`src/rtl/core/matrix_row_sum_sorter_defines.svh`:
```
// ----------------------------------------------------------------------------
// Assertion macros for the matrix row sum sorter
// Concurrent checks that can be compiled out by defining ASSERT_OFF.
// ----------------------------------------------------------------------------
`ifndef MATRIX_ROW_SUM_SORTER_DEFINES_SVH
`define MATRIX_ROW_SUM_SORTER_DEFINES_SVH

`ifndef ASSERT_OFF
`define MRSS_ASSERT_SAME(lbl, clk_i, rstn_i, ante, cons) \
  lbl: assert property (@(posedge clk_i) disable iff (!rstn_i) (ante) |-> (cons)) \
    else $error("matrix_row_sum_sorter assertion failed");
`define MRSS_ASSERT_NEXT(lbl, clk_i, rstn_i, ante, cons) \
  lbl: assert property (@(posedge clk_i) disable iff (!rstn_i) (ante) |=> (cons)) \
    else $error("matrix_row_sum_sorter assertion failed");
`else
`define MRSS_ASSERT_SAME(lbl, clk_i, rstn_i, ante, cons)
`define MRSS_ASSERT_NEXT(lbl, clk_i, rstn_i, ante, cons)
`endif

`endif

```
`src/rtl/core/mrss_pkg.sv`:
```
`timescale 1ns / 1ps
// ----------------------------------------------------------------------------
// mrss_pkg
// Shared sizes, codes and transaction types of the matrix row sum sorter.
// ----------------------------------------------------------------------------
package mrss_pkg;

  localparam int MAX_ROWS    = 64;
  localparam int MAX_COLUMNS = 64;
  localparam int VALUE_WIDTH = 32;

  localparam int IN_VALUE_W = 32;
  localparam int OUT_W      = 32;
  localparam int SRC_ROW_W  = 6;
  localparam int CFG_W      = 7;
  localparam int CFG_IDX_W  = 2;
  localparam int SUM_W      = 40;

  localparam int ROW_W   = $clog2(MAX_ROWS);
  localparam int RCNT_W  = $clog2(MAX_ROWS + 1);
  localparam int CCNT_W  = $clog2(MAX_COLUMNS + 1);
  localparam int ADDR_W  = $clog2(MAX_ROWS * MAX_COLUMNS);
  localparam int DEPTH   = MAX_ROWS * MAX_COLUMNS;

  typedef enum logic {
    OP_LOAD = 1'b0,
    OP_READ = 1'b1
  } opcode_e;

  typedef enum logic [CFG_IDX_W-1:0] {
    REG_ROW_COUNT    = 2'd0,
    REG_COLUMN_COUNT = 2'd1
  } cfg_reg_e;

  typedef struct packed {
    opcode_e                       opcode;
    logic signed [IN_VALUE_W-1:0]  element_value;
  } in_item_t;

  typedef struct packed {
    logic signed [OUT_W-1:0]  out_value;
    logic [SRC_ROW_W-1:0]     source_row;
    logic                     last_in_row;
    logic                     last_in_matrix;
  } out_item_t;

  // Contents of one sorting cell.
  typedef struct packed {
    logic                    occ;
    logic signed [SUM_W-1:0] sum;
    logic [ROW_W-1:0]        row;
  } cell_t;

  // Commands broadcast to every cell of the chain.
  typedef struct packed {
    logic clear;
    logic insert;
    logic shift;
  } chain_ctrl_t;

endpackage

```
`src/rtl/core/mrss_cell.sv`:
```
`timescale 1ns / 1ps
// ----------------------------------------------------------------------------
// mrss_cell
// One cell of the sorted insertion chain: holds a row sum and its row index.
// ----------------------------------------------------------------------------
module mrss_cell (
  input  logic                         clk,
  input  logic                         rst_n,
  input  mrss_pkg::chain_ctrl_t        ctrl,
  input  logic signed [mrss_pkg::SUM_W-1:0] key,
  input  logic [mrss_pkg::ROW_W-1:0]   key_row,
  input  mrss_pkg::cell_t              left,
  input  logic                         left_keep,
  input  mrss_pkg::cell_t              right,
  output mrss_pkg::cell_t              q,
  output logic                         keep
);
  import mrss_pkg::*;

  logic                    occ_r, occ_nxt;
  logic signed [SUM_W-1:0] sum_r, sum_nxt;
  logic [ROW_W-1:0]        row_r, row_nxt;

  // A cell keeps its entry when the new key sorts after it; equal sums stay
  // ahead of the new row, which makes the sort stable.
  assign keep = occ_r && (sum_r <= key);

  always_comb begin
    occ_nxt = occ_r;
    sum_nxt = sum_r;
    row_nxt = row_r;
    if (ctrl.clear) begin
      occ_nxt = 1'b0;
    end else if (ctrl.insert) begin
      if (!keep) begin
        if (left_keep) begin
          occ_nxt = 1'b1;
          sum_nxt = key;
          row_nxt = key_row;
        end else begin
          occ_nxt = left.occ;
          sum_nxt = left.sum;
          row_nxt = left.row;
        end
      end
    end else if (ctrl.shift) begin
      occ_nxt = right.occ;
      sum_nxt = right.sum;
      row_nxt = right.row;
    end
  end

  always_ff @(posedge clk) begin
    if (!rst_n) begin
      occ_r <= 1'b0;
    end else begin
      occ_r <= occ_nxt;
    end
  end

  always_ff @(posedge clk) begin
    sum_r <= sum_nxt;
    row_r <= row_nxt;
  end

  assign q = '{occ: occ_r, sum: sum_r, row: row_r};

endmodule

```
`config.mk`:
```
export PLATFORM = sky130hd
export DESIGN_NAME = mrss_cell
export DESIGN_NICKNAME = d
export VERILOG_FILES = /design/src/rtl/core/matrix_row_sum_sorter_defines.svh /design/src/rtl/core/mrss_pkg.sv /design/src/rtl/core/mrss_cell.sv
export SDC_FILE = /design/constraint.sdc
export NUM_CORES = 1
export LEC_CHECK = 0
export BUFFER_PORTS_ARGS = -buffer_cell sky130_fd_sc_hd__buf_2
export CAP_MARGIN = 20
export CORE_MARGIN = 10
export CORE_UTILIZATION = 50
export CTS_BUF_LIST = sky130_fd_sc_hd__clkbuf_4 sky130_fd_sc_hd__clkbuf_8
export DETAILED_ROUTE_END_ITERATION = 10
export PLACE_DENSITY = 0.89
export SLEW_MARGIN = 10
export SYNTH_ARGS = -nofsm -noshare
export SYNTH_HDL_FRONTEND = slang
export SYNTH_SLANG_ARGS = --single-unit
export TNS_END_PERCENT = 50
```
`constraint.sdc`:
```
create_clock -name clk -period 8.6 [get_ports clk]
set_input_delay 1.29 -clock clk [delete_from_list [all_inputs] [get_ports clk]]
set_output_delay 1.29 -clock clk [all_outputs]
set_load 0.02 [all_outputs]
```
==> results.json, run 1 <==
{
  "synth-seq-cells": 47,
  "drt-initial-drc-count": 76,
  "cp_data_arrival_time_ps": 3400,
  "swShare_pct": 32.5,
  "clock_path_buffers": 2,
  "synth_cell_types": 33,
  "wire_per_inst_um": 17.5,
  "clkPwrFrac_pct": 23.8,
  "cts.clk_slew.worst_paths_ps": 80,
  "multiInputGateArea_um2": 1810,
  "fill_cells": 576,
  "gr-total-overflow": 0,
  "startpoint_type": "primary input",
  "nNetsFinal": 726,
  "crit_top_cell": "buf_2",
  "r2r_slack_ps": 5400,
  "final.setup.worst_slack_ps": 3910,
  "drive_above_1_share_pct": 38.3,
  "cts_tree": "yes",
  "synth-async-reset-ratio_pct": 0,
  "rows": 30,
  "viasPerCell": 5.29,
  "grt_start_max_net_pins": 98,
  "min_path_cells": 4,
  "worst_slew_pin_slew_ps": 899,
  "drc_errors": 0,
  "clock-sinks": 47,
  "yosysMostFrequentCell": "a21oi_1",
  "area_growth_pct": 33.4,
  "critPathKind": "primary input to primary output",
  "post_cts_buffers": 0,
  "peakVddDrop_v": 0.000104,
  "hold_viol_final": 0,
  "yosysWarningCount": 0,
  "yosysTopAreaCellShare_pct": 40.4,
  "worstPathMaxFanout": 4,
  "finalWeightedCongestion": 0.823,
  "finClkSkew_ps": 10.1,
  "clock-root-buffer": "clkbuf_8",
  "regArea_um2": 1400,
  "fin_tns_setup_ps": 0,
  "initial_utilization_pct": 50.9,
  "hold_end": "occ_r",
  "synthTopCellsByCount": "a21oi_1 (62), nor2_1 (51), mux2i_1 (47), edfxtp_1 (46), inv_1 (41)",
  "antenna_found_initial": 0,
  "rsz0062_at_grt": "false",
  "preCtsSetupSlack_ps": 3930,
  "synthCells": 354,
  "period_minus_slack_ps": 4690,
  "status": "completed",
  "r2r_end": "sum_r[5]",
  "min_from": "occ_r",
  "cts_max_level": 2,
  "fp.dieH_um": 103,
  "p_leak_nw": 2.37,
  "grt_usage_pct": 19.8,
  "synth_edf_count": 46,
  "min_path_type": "flop to flop",
  "slowest_stage": "nor4_2",
  "syn_area_um2": 3420,
  "synth_flop_cell": "edfxtp_1",
  "p_per_area_nw_per_um2": 150,
  "drv_slew": 0,
  "num_io_pins": 194,
  "cts-buffers-inserted": 5,
  "antenna_cells": 0,
  "critPathCaptureType": "primary output",
  "hpwl_um": 9000,
  "cp.required_ps": 7310,
  "cts-resized-gates": 0,
  "ff2ff_path_depth": 9,
  "syn_nets": 540,
  "combPwrFrac_pct": 32.7,
  "vias": 3288,
  "synth_area_per_cell_um2": 9.67,
  "p_switching_mw": 0.222,
  "cts_hold_buf": 0,
  "wirelength_um": 10900,
  "firstDrtPassIters": 4,
  "period_share_pct": 54.6,
  "core_area_um2": 6720,
  "synth_top_area_cell": "edfxtp_1",
  "p_seq_share_pct": 43.5,
  "die_w_um": 103,
  "intPower_mw": 0.463,
  "die_area_um2": 10600,
  "port_buffers": 193,
  "crit_chain": "buf_2 -> inv_1 -> ha_1 -> nand4_1 -> nor4_2 -> a31o_1 -> o31ai_1 -> xnor2_1 -> o211ai_1 -> a21oi_1 -> buf_2",
  "drv_cap": 0,
  "clock_latency_ps": 300,
  "ys_top_cells_by_area": "edfxtp_1 (40%), ha_1 (15%), mux2i_1 (14%)",
  "r2r-start": "sum_r[39]",
  "first_global_vias": 3613,
  "final_antenna_net_count": 0,
  "setup_viol": 0,
  "max_stage_delay_ps": 430,
  "ys_seq_area_share_pct": 40.9,
  "grt_pass1_wl_um": 16800,
  "relSlewSlack_pct": 40.0,
  "max_freq_mhz": 213
}
[cell type report]
class	count	area share (%)
Multi-Input combinational cell	249	39.7
Sequential cell	47	30.7
Timing Repair Buffer	196	21.6
Inverter	41	3.37
Tap cell	80	2.19
Clock buffer	5	1.51
Clock inverter	3	0.850
[worst max path at each step]
stage	slack, ps	cells after the start	startpoint	end
global placement	4050	11	key[35]	keep
detailed placement	3930	11	key[39]	keep
global route	3720	11	key[22]	keep
floorplan	4030	4	ctrl[1]	row_r[0]
finish	3910	11	key[39]	keep
CTS	3910	11	key[39]	keep
[critical path, delay by kind of cell]
family | cells | cell delay (ps)
AOI/OAI and AO/OA | 4 | 700
adders and majority gates | 1 | 350
xor gates and xnor gates | 1 | 140
and+or+nand+nor | 2 | 590
buffers and inverters | 3 | 330
[layout by cell type, fill, tap and decap left out, types with 2 or more instances in the layout]
cell,synthesis,routed
nand2_1,8,8
o31ai_1,2,2
nand3_1,3,3
buf_2,4,193
o21ai_0,2,2
mux2i_1,47,47
nor2_1,51,51
edfxtp_1,46,46
o211ai_1,2,2
inv_1,41,41
nor4_2,2,2
ha_1,40,40
nor3_1,2,2
nand4_1,9,9
o21ai_1,2,2
a21oi_1,62,62
buf_4,1,3
a211oi_1,2,2
clkbuf_8,0,5
a21o_1,4,4
[layer usage]
metal | GRT usage [%] | up-vias | part of all wire, %
met5 | 0 | - | 0
li1 | - | 1647 | -
met3 | 6.50 | 11 | 8.4
met4 | 4.49 | 0 | 1.1
met2 | 37.7 | 119 | 53
met1 | 20.4 | 1511 | 38
[metrics by stage]
| stage | hold slack [ps] | cells | total power, mW | util (%) | instance area (um2) |
|---|---|---|---|---|---|
| 5_1_grt | 720 | 621 | 0.726 | 68.0 | 4570 |
| 4_1_cts | 655 | 621 | 0.690 | 68.0 | 4570 |
| 3_5_place_dp | 643 | 613 | 0.529 | 66.4 | 4460 |
| 2_1_floorplan | 592 | 354 | 0.437 | - | 3420 |
| 3_3_place_gp | 658 | 613 | 0.518 | 66.4 | 4460 |
| 6_report | 657 | 621 | 0.685 | 68.0 | 4570 |
[cell families (layout without fill, tap and decap cells)]
kind of cell | Yosys count | count (layout) | share of synthesized area (%)
buffers and inverters | 58 | 245 | 6.62
XOR/XNOR | 1 | 1 | 0.256
AND/OR/NAND/NOR | 80 | 80 | 10.7
AO/OA/AOI/OAI | 81 | 81 | 13.1
adder cells (fa/ha/maj) | 40 | 40 | 14.6
multiplexers | 47 | 47 | 13.7
flip-flops | 47 | 47 | 40.9
[flip-flops by register name (all words and copies together) (netlist names)]
name and count:
row_r 6, sum_r 40, occ_r 1
[power groups by stage]
| stage | clock network, mW | registers (mW) | logic, mW |
|---|---|---|---|
| detailed placement | 0 | 0.304 | 0.225 |
| global route | 0.176 | 0.302 | 0.248 |
| finish | 0.163 | 0.298 | 0.224 |
| CTS | 0.166 | 0.298 | 0.226 |
| floorplan | 0 | 0.336 | 0.101 |
| global placement | 0 | 0.302 | 0.216 |
Note: power is estimated with default switching activity, not from simulation.
==> inputs of run 2 (changes only) <==
--- a/config.mk
+++ b/config.mk
@@ -8,10 +8,10 @@
 export BUFFER_PORTS_ARGS = -buffer_cell sky130_fd_sc_hd__buf_2
 export CAP_MARGIN = 20
 export CORE_MARGIN = 10
-export CORE_UTILIZATION = 50
+export CORE_UTILIZATION = 46
 export CTS_BUF_LIST = sky130_fd_sc_hd__clkbuf_4 sky130_fd_sc_hd__clkbuf_8
 export DETAILED_ROUTE_END_ITERATION = 10
-export PLACE_DENSITY = 0.89
+export PLACE_DENSITY = 0.83
 export SLEW_MARGIN = 10
 export SYNTH_ARGS = -nofsm -noshare
 export SYNTH_HDL_FRONTEND = slang
==> constraint.sdc (replaced) <==
create_clock -name clk -period 4.4 [get_ports clk]
set_input_delay 0.66 -clock clk [delete_from_list [all_inputs] [get_ports clk]]
set_output_delay 0.66 -clock clk [all_outputs]
set_load 0.02 [all_outputs]
==> run 2 against run 1 <==
Against the previous run: global-route usage shrank 2.3 points; utilization shrank 4.3 points; die area grew 7.0%; total power grew 100%; first-iteration DRC count shrank 28%; worst setup slack lost 2900 ps; largest power group unchanged.
==> results.json, run 2 (synthesis results as in run 1) <==
{
  "relSlewSlack_pct": 43.0,
  "min_path_type": "primary input to flop",
  "crit_chain": "buf_2 -> inv_1 -> ha_1 -> nand4_1 -> nor4_2 -> a31o_1 -> o31ai_1 -> xnor2_1 -> o211ai_1 -> a21oi_1 -> buf_2",
  "period_share_pct": 77.2,
  "setup_viol": 0,
  "cts_tree": "yes",
  "finClkSkew_ps": 9.46,
  "place_area_um2": 4480,
  "top_regs": "sum_r: 40 flops, row_r: 6 flops, occ_r: 1 flops",
  "fill_cells": 635,
  "viasPerCell": 5.01,
  "cts-resized-gates": 0,
  "cpLargestDelayFamily": "compound AO/OA/AOI/OAI gates",
  "utilization_pct": 63.7,
  "drv_slew": 0,
  "rows": 31,
  "initial_utilization_pct": 47.2,
  "wirelength_um": 10500,
  "final.setup.worst_slack_ps": 1000,
  "critPathKind": "primary input to primary output",
  "cts.clk_slew.worst_paths_ps": 80,
  "antenna_found_initial": 0,
  "r2r_end": "sum_r[19]",
  "period_minus_slack_ps": 3400,
  "finish.instance_area_um2": 4620,
  "worstPathMaxFanout": 4,
  "r2r_slack_ps": 1250,
  "hold_viol_final": 0,
  "hpwl_um": 8850,
  "cp_data_arrival_time_ps": 2740,
  "cts_max_level": 2,
  "nNetsFinal": 726,
  "largest_reg_flops": 40,
  "fp.dieH_um": 106,
  "hold_end": "occ_r",
  "final_antenna_net_count": 0,
  "grt_pass1_wl_um": 16400,
  "startpoint_type": "primary input",
  "first_global_vias": 3523,
  "grt_usage_pct": 17.4,
  "drv_cap": 0,
  "max_freq_mhz": 295,
  "p_leak_nw": 2.37,
  "cts-buffers-inserted": 5,
  "status": "completed",
  "clock-sinks": 47,
  "antenna_cells": 0,
  "crit_top_cell": "buf_2",
  "min_path_cells": 3,
  "worst_slew_pin_slew_ps": 856,
  "wire_per_inst_um": 16.4,
  "drt-initial-drc-count": 55,
  "max_stage_delay_ps": 430,
  "peakVddDrop_v": 0.000177,
  "drc_errors": 0,
  "drive_above_1_share_pct": 38.4,
  "gr-total-overflow": 0,
  "finalWeightedCongestion": 0.780,
  "core_area_um2": 7250,
  "slowest_stage": "nor4_2",
  "cts_hold_buf": 0,
  "preCtsSetupSlack_ps": 863,
  "p_per_area_nw_per_um2": 303,
  "num_io_pins": 194,
  "firstDrtPassIters": 4,
  "regMostFlops": "sum_r",
  "crit_buf_inv": 3,
  "power.total_mw": 1.40,
  "layout_common_cells": "buf_2 (193), a21oi_1 (62), nor2_1 (51)",
  "port_buffers": 193,
  "cp.required_ps": 3740,
  "final_common_cell": "buf_2",
  "ff2ff_path_depth": 9,
  "rsz0062_at_grt": "false",
  "critPathCaptureType": "primary output",
  "min_from": "rst_n",
  "die_w_um": 106,
  "r2r-start": "sum_r[39]",
  "post_cts_buffers": 0,
  "vias": 3207,
  "fin_tns_setup_ps": 0,
  "clock_latency_ps": 300,
  "die_area_um2": 11300,
  "grt_start_max_net_pins": 96,
  "area_growth_pct": 34.9,
  "clock-root-buffer": "clkbuf_8",
  "clock_path_buffers": 2
}
==> run 2: cell types whose count changed in the layout (fill, tap and decap cells not counted) <==
| cell | change |
|---|---|
| clkinvlp_4 | +1 |
| clkinv_2 | -1 |
| clkinv_1 | -1 |
| bufinv_16 | +1 |
==> run 2: worst max path at each step <==
stage / startpoint / to / depth (start not counted)
floorplan: ctrl[1] / row_r[0] / 4
global placement: key[39] / sum_r[1] / 11
detailed placement: key[39] / sum_r[1] / 11
CTS: key[39] / keep / 11
global route: key[39] / keep / 11
finish: key[39] / keep / 11
==> run 2: per-stage QoR <==
stage | hold WS (ps) | std cells
2_1_floorplan | 592 | 354
3_3_place_gp | 644 | 632
3_5_place_dp | 659 | 632
4_1_cts | 617 | 640
5_1_grt | 628 | 640
6_report | 623 | 640
==> run 2: metal layers <==
layer | vias up | global-route usage [%] | share of wire, %
met1 | 1438 | 18.2 | 39
met3 | 11 | 5.56 | 7.8
met5 | - | 0 | 0
met2 | 113 | 33.1 | 52
li1 | 1645 | - | -
met4 | 0 | 3.87 | 1.0
==> run 2: cell type report <==
type	instances	area, um2	share of cell area (%)
Tap cell	99	124	2.68
Clock inverter	3	67.6	1.46
Multi-Input combinational cell	249	1810	39.3
Sequential cell	47	1400	30.3
Clock buffer	5	68.8	1.49
Inverter	41	154	3.33
Timing Repair Buffer	196	988	21.4
==> run 2: worst min-delay path: stages <==
cell      delay (ps)
buf_2            100
nand4b_1          80
a31oi_1           40
==> run 2: power by group <==
part / leakage (nW) / switching, mW / total (mW) / internal, mW
Sequential: 0.446 / 0.0235 / 0.583 / 0.560
Clock: 0.0644 / 0.151 / 0.378 / 0.227
Combinational: 1.86 / 0.258 / 0.437 / 0.178
Total: 2.37 / 0.433 / 1.40 / 0.965
==> inputs of run 3 (changes only) <==
--- a/config.mk
+++ b/config.mk
@@ -5,13 +5,14 @@
 export SDC_FILE = /design/constraint.sdc
 export NUM_CORES = 1
 export LEC_CHECK = 0
+export ABC_AREA = 1
 export BUFFER_PORTS_ARGS = -buffer_cell sky130_fd_sc_hd__buf_2
 export CAP_MARGIN = 20
 export CORE_MARGIN = 10
-export CORE_UTILIZATION = 46
+export CORE_UTILIZATION = 47
 export CTS_BUF_LIST = sky130_fd_sc_hd__clkbuf_4 sky130_fd_sc_hd__clkbuf_8
 export DETAILED_ROUTE_END_ITERATION = 10
-export PLACE_DENSITY = 0.83
+export PLACE_DENSITY = 0.84
 export SLEW_MARGIN = 10
 export SYNTH_ARGS = -nofsm -noshare
 export SYNTH_HDL_FRONTEND = slang
==> constraint.sdc (replaced) <==
create_clock -name clk -period 3.45 [get_ports clk]
set_input_delay 0.5175 -clock clk [delete_from_list [all_inputs] [get_ports clk]]
set_output_delay 0.5175 -clock clk [all_outputs]
set_load 0.02 [all_outputs]
==> run 3 against run 2 <==
Against the previous run: critical path depth up 3; via count rose by 16%; non-clock buffer count is 2 higher.
==> results.json, run 3 <==
{
  "syn_nets": 652,
  "ys_seq_area_share_pct": 39.8,
  "grt_pass1_wl_um": 17700,
  "synth_area_per_cell_um2": 7.56,
  "vias": 3722,
  "synthXorXnorAreaFrac_pct": 0,
  "antenna_found_initial": 0,
  "synth_top_area_cell": "edfxtp_1",
  "crit_buf_inv": 2,
  "fin_tns_setup_ps": 0,
  "grt_usage_pct": 18.7,
  "regMostFlops": "sum_r",
  "cts_tree": "yes",
  "wirelength_um": 11200,
  "hold_viol_final": 0,
  "synth-async-reset-ratio_pct": 0,
  "finish.instance_area_um2": 4680,
  "area_growth_pct": 33.0,
  "num_io_pins": 194,
  "cpLargestDelayFamily": "simple AND/OR/NAND/NOR gates",
  "firstDrtPassIters": 5,
  "final_cells": 751,
  "drc_errors": 0,
  "synthCells": 466,
  "port_buffers": 193,
  "cts_hold_buf": 0,
  "drv_slew": 0,
  "drt-initial-drc-count": 168,
  "hpwl_um": 9210,
  "first_global_vias": 3857,
  "crit_top_cell": "nand2_1",
  "synthTopCellsByCount": "nand2_1 (111), o21ai_0 (82), inv_1 (64), nor2_1 (60), edfxtp_1 (46)",
  "preCtsSetupSlack_ps": 696,
  "clock_latency_ps": 290,
  "finClkSkew_ps": 8.28,
  "worstPathMaxFanout": 2,
  "wire_per_inst_um": 14.9,
  "worst_slew_pin_slew_ps": 791,
  "final_common_cell": "buf_2",
  "setup_viol": 0,
  "synth-compound-area-share_pct": 16.1,
  "synth_simple_gate_area_share_pct": 20.5,
  "synth_flop_cell": "edfxtp_1",
  "max_stage_delay_ps": 410,
  "final.setup.worst_slack_ps": 765,
  "whs_ps": 499,
  "p_per_area_nw_per_um2": 329,
  "cts_max_level": 2,
  "drv_cap": 0,
  "status": "completed",
  "die_w_um": 107,
  "clock-sinks": 47,
  "p_leak_nw": 2.51,
  "critPathKind": "flop to primary output",
  "fp.dieH_um": 107,
  "cts-buffers-inserted": 5,
  "ys_top_cells_by_area": "edfxtp_1 (39%), ha_1 (14%), nand2_1 (12%)",
  "peakVddDrop_v": 0.000210,
  "core_area_um2": 7250,
  "viasPerCell": 4.96,
  "finalWeightedCongestion": 0.812,
  "yosysTopAreaCellShare_pct": 39.2,
  "rows": 31,
  "crit_chain": "ha_1 -> nand2_1 -> nor2_1 -> nand2_1 -> nor2_1 -> nand2_1 -> nor2_1 -> nor2_1 -> nand2_1 -> nand2_1 -> nand3_2 -> nand2_1 -> inv_1 -> buf_2",
  "rsz0062_at_grt": "false",
  "yosysWarningCount": 0,
  "initial_utilization_pct": 48.6,
  "final_antenna_net_count": 0,
  "max_freq_mhz": 372,
  "clock_path_buffers": 2,
  "largest_reg_flops": 40,
  "startpoint_type": "flop",
  "period_minus_slack_ps": 2680,
  "relSlewSlack_pct": 47.2,
  "synth-seq-cells": 47,
  "synth_mux_area_share_pct": 0,
  "dp.cells": 743,
  "grt_start_max_net_pins": 47,
  "clock-root-buffer": "clkbuf_8",
  "top_regs": "sum_r: 40 flops, row_r: 6 flops, occ_r: 1 flops",
  "cts.clk_slew.worst_paths_ps": 90,
  "antenna_cells": 0,
  "synth_cell_types": 23,
  "layout_common_cells": "buf_2 (193), nand2_1 (111), o21ai_0 (82)",
  "nNetsFinal": 837,
  "yosysMostFrequentCell": "nand2_1",
  "drive_above_1_share_pct": 32.7,
  "fill_cells": 657,
  "syn_area_um2": 3520,
  "synth_top_family_by_area": "simple AND/OR/NAND/NOR gates",
  "cp_data_arrival_time_ps": 2170,
  "cp.required_ps": 2930,
  "period_share_pct": 77.8,
  "gr-total-overflow": 0,
  "synth-adder-area-share_pct": 14.2,
  "slowest_stage": "edfxtp_1",
  "min_path_type": "primary input to flop",
  "cts-resized-gates": 0,
  "post_cts_buffers": 0,
  "place_area_um2": 4580,
  "critPathCaptureType": "primary output",
  "synth_edf_count": 46,
  "die_area_um2": 11400
}
==> run 3: cell count changes after synthesis, moves of 3 or more <==
cell / previous run / this run
inv_1: 41 / 64
mux2i_1: 47 / 0
clkbuf_1: 10 / 14
a21oi_1: 62 / 14
nand3_2: 0 / 3
o21ai_1: 2 / 11
nand4_1: 9 / 1
nor2_1: 51 / 60
nand2_1: 8 / 111
o21ai_0: 2 / 82
==> run 3: path summary, 6_finish.rpt <==
kind	slack [ps]	end	from	depth (start not counted)
max	770	keep	sum_r[23]	14
min	500	row_r[1]	right[1]	3
max reg2reg	970	sum_r[24]	sum_r[23]	14
min reg2reg	610	occ_r	occ_r	4
==> run 3: cell type report <==
class | instances | area, um2 | share of cell area [%]
well taps | 99 | 124 | 2.64
repair buffers | 198 | 1020 | 21.7
clock buffers | 5 | 68.8 | 1.47
clock inverters | 3 | 38.8 | 0.828
flip-flops and latches | 47 | 1400 | 29.9
multi-input cells | 334 | 1790 | 38.2
inverters | 65 | 244 | 5.21
==> run 3: layer usage <==
metal / global-route usage [%] / wire length [um] / vias up / part of all wire (%)
met1: 21.2 / 4530 / 1660 / 40
li1: - / - / 1894 / -
met5: 0 / 0 / - / 0
met4: 3.97 / 83 / 0 / 0.74
met3: 5.25 / 944 / 8 / 8.4
met2: 33.9 / 5650 / 160 / 50
==> run 3: cells by family after synthesis <==
group | count (synthesis)
AND/OR/NAND/NOR | 183
AO/OA/AOI/OAI | 111
buffers and inverters | 85
flip-flops | 47
adder cells (fa/ha/maj) | 40
==> run 3: worst min-delay path, cell delays in order <==
cell     delay [ps]
buf_2            70
nand2_1          40
o21ai_0          60
==> run 3: where the power goes <==
group | switching [mW] | internal (mW)
registers | 0.0207 | 0.682
logic | 0.260 | 0.178
clock network | 0.186 | 0.213
==> run 3: metrics by stage <==
step	utilization [%]	total power, mW
after floorplan	-	0.966
final	64.6	1.54
after global placement	63.1	1.13
after global routing	64.6	1.64
after detailed placement	63.1	1.16
after CTS	64.6	1.56
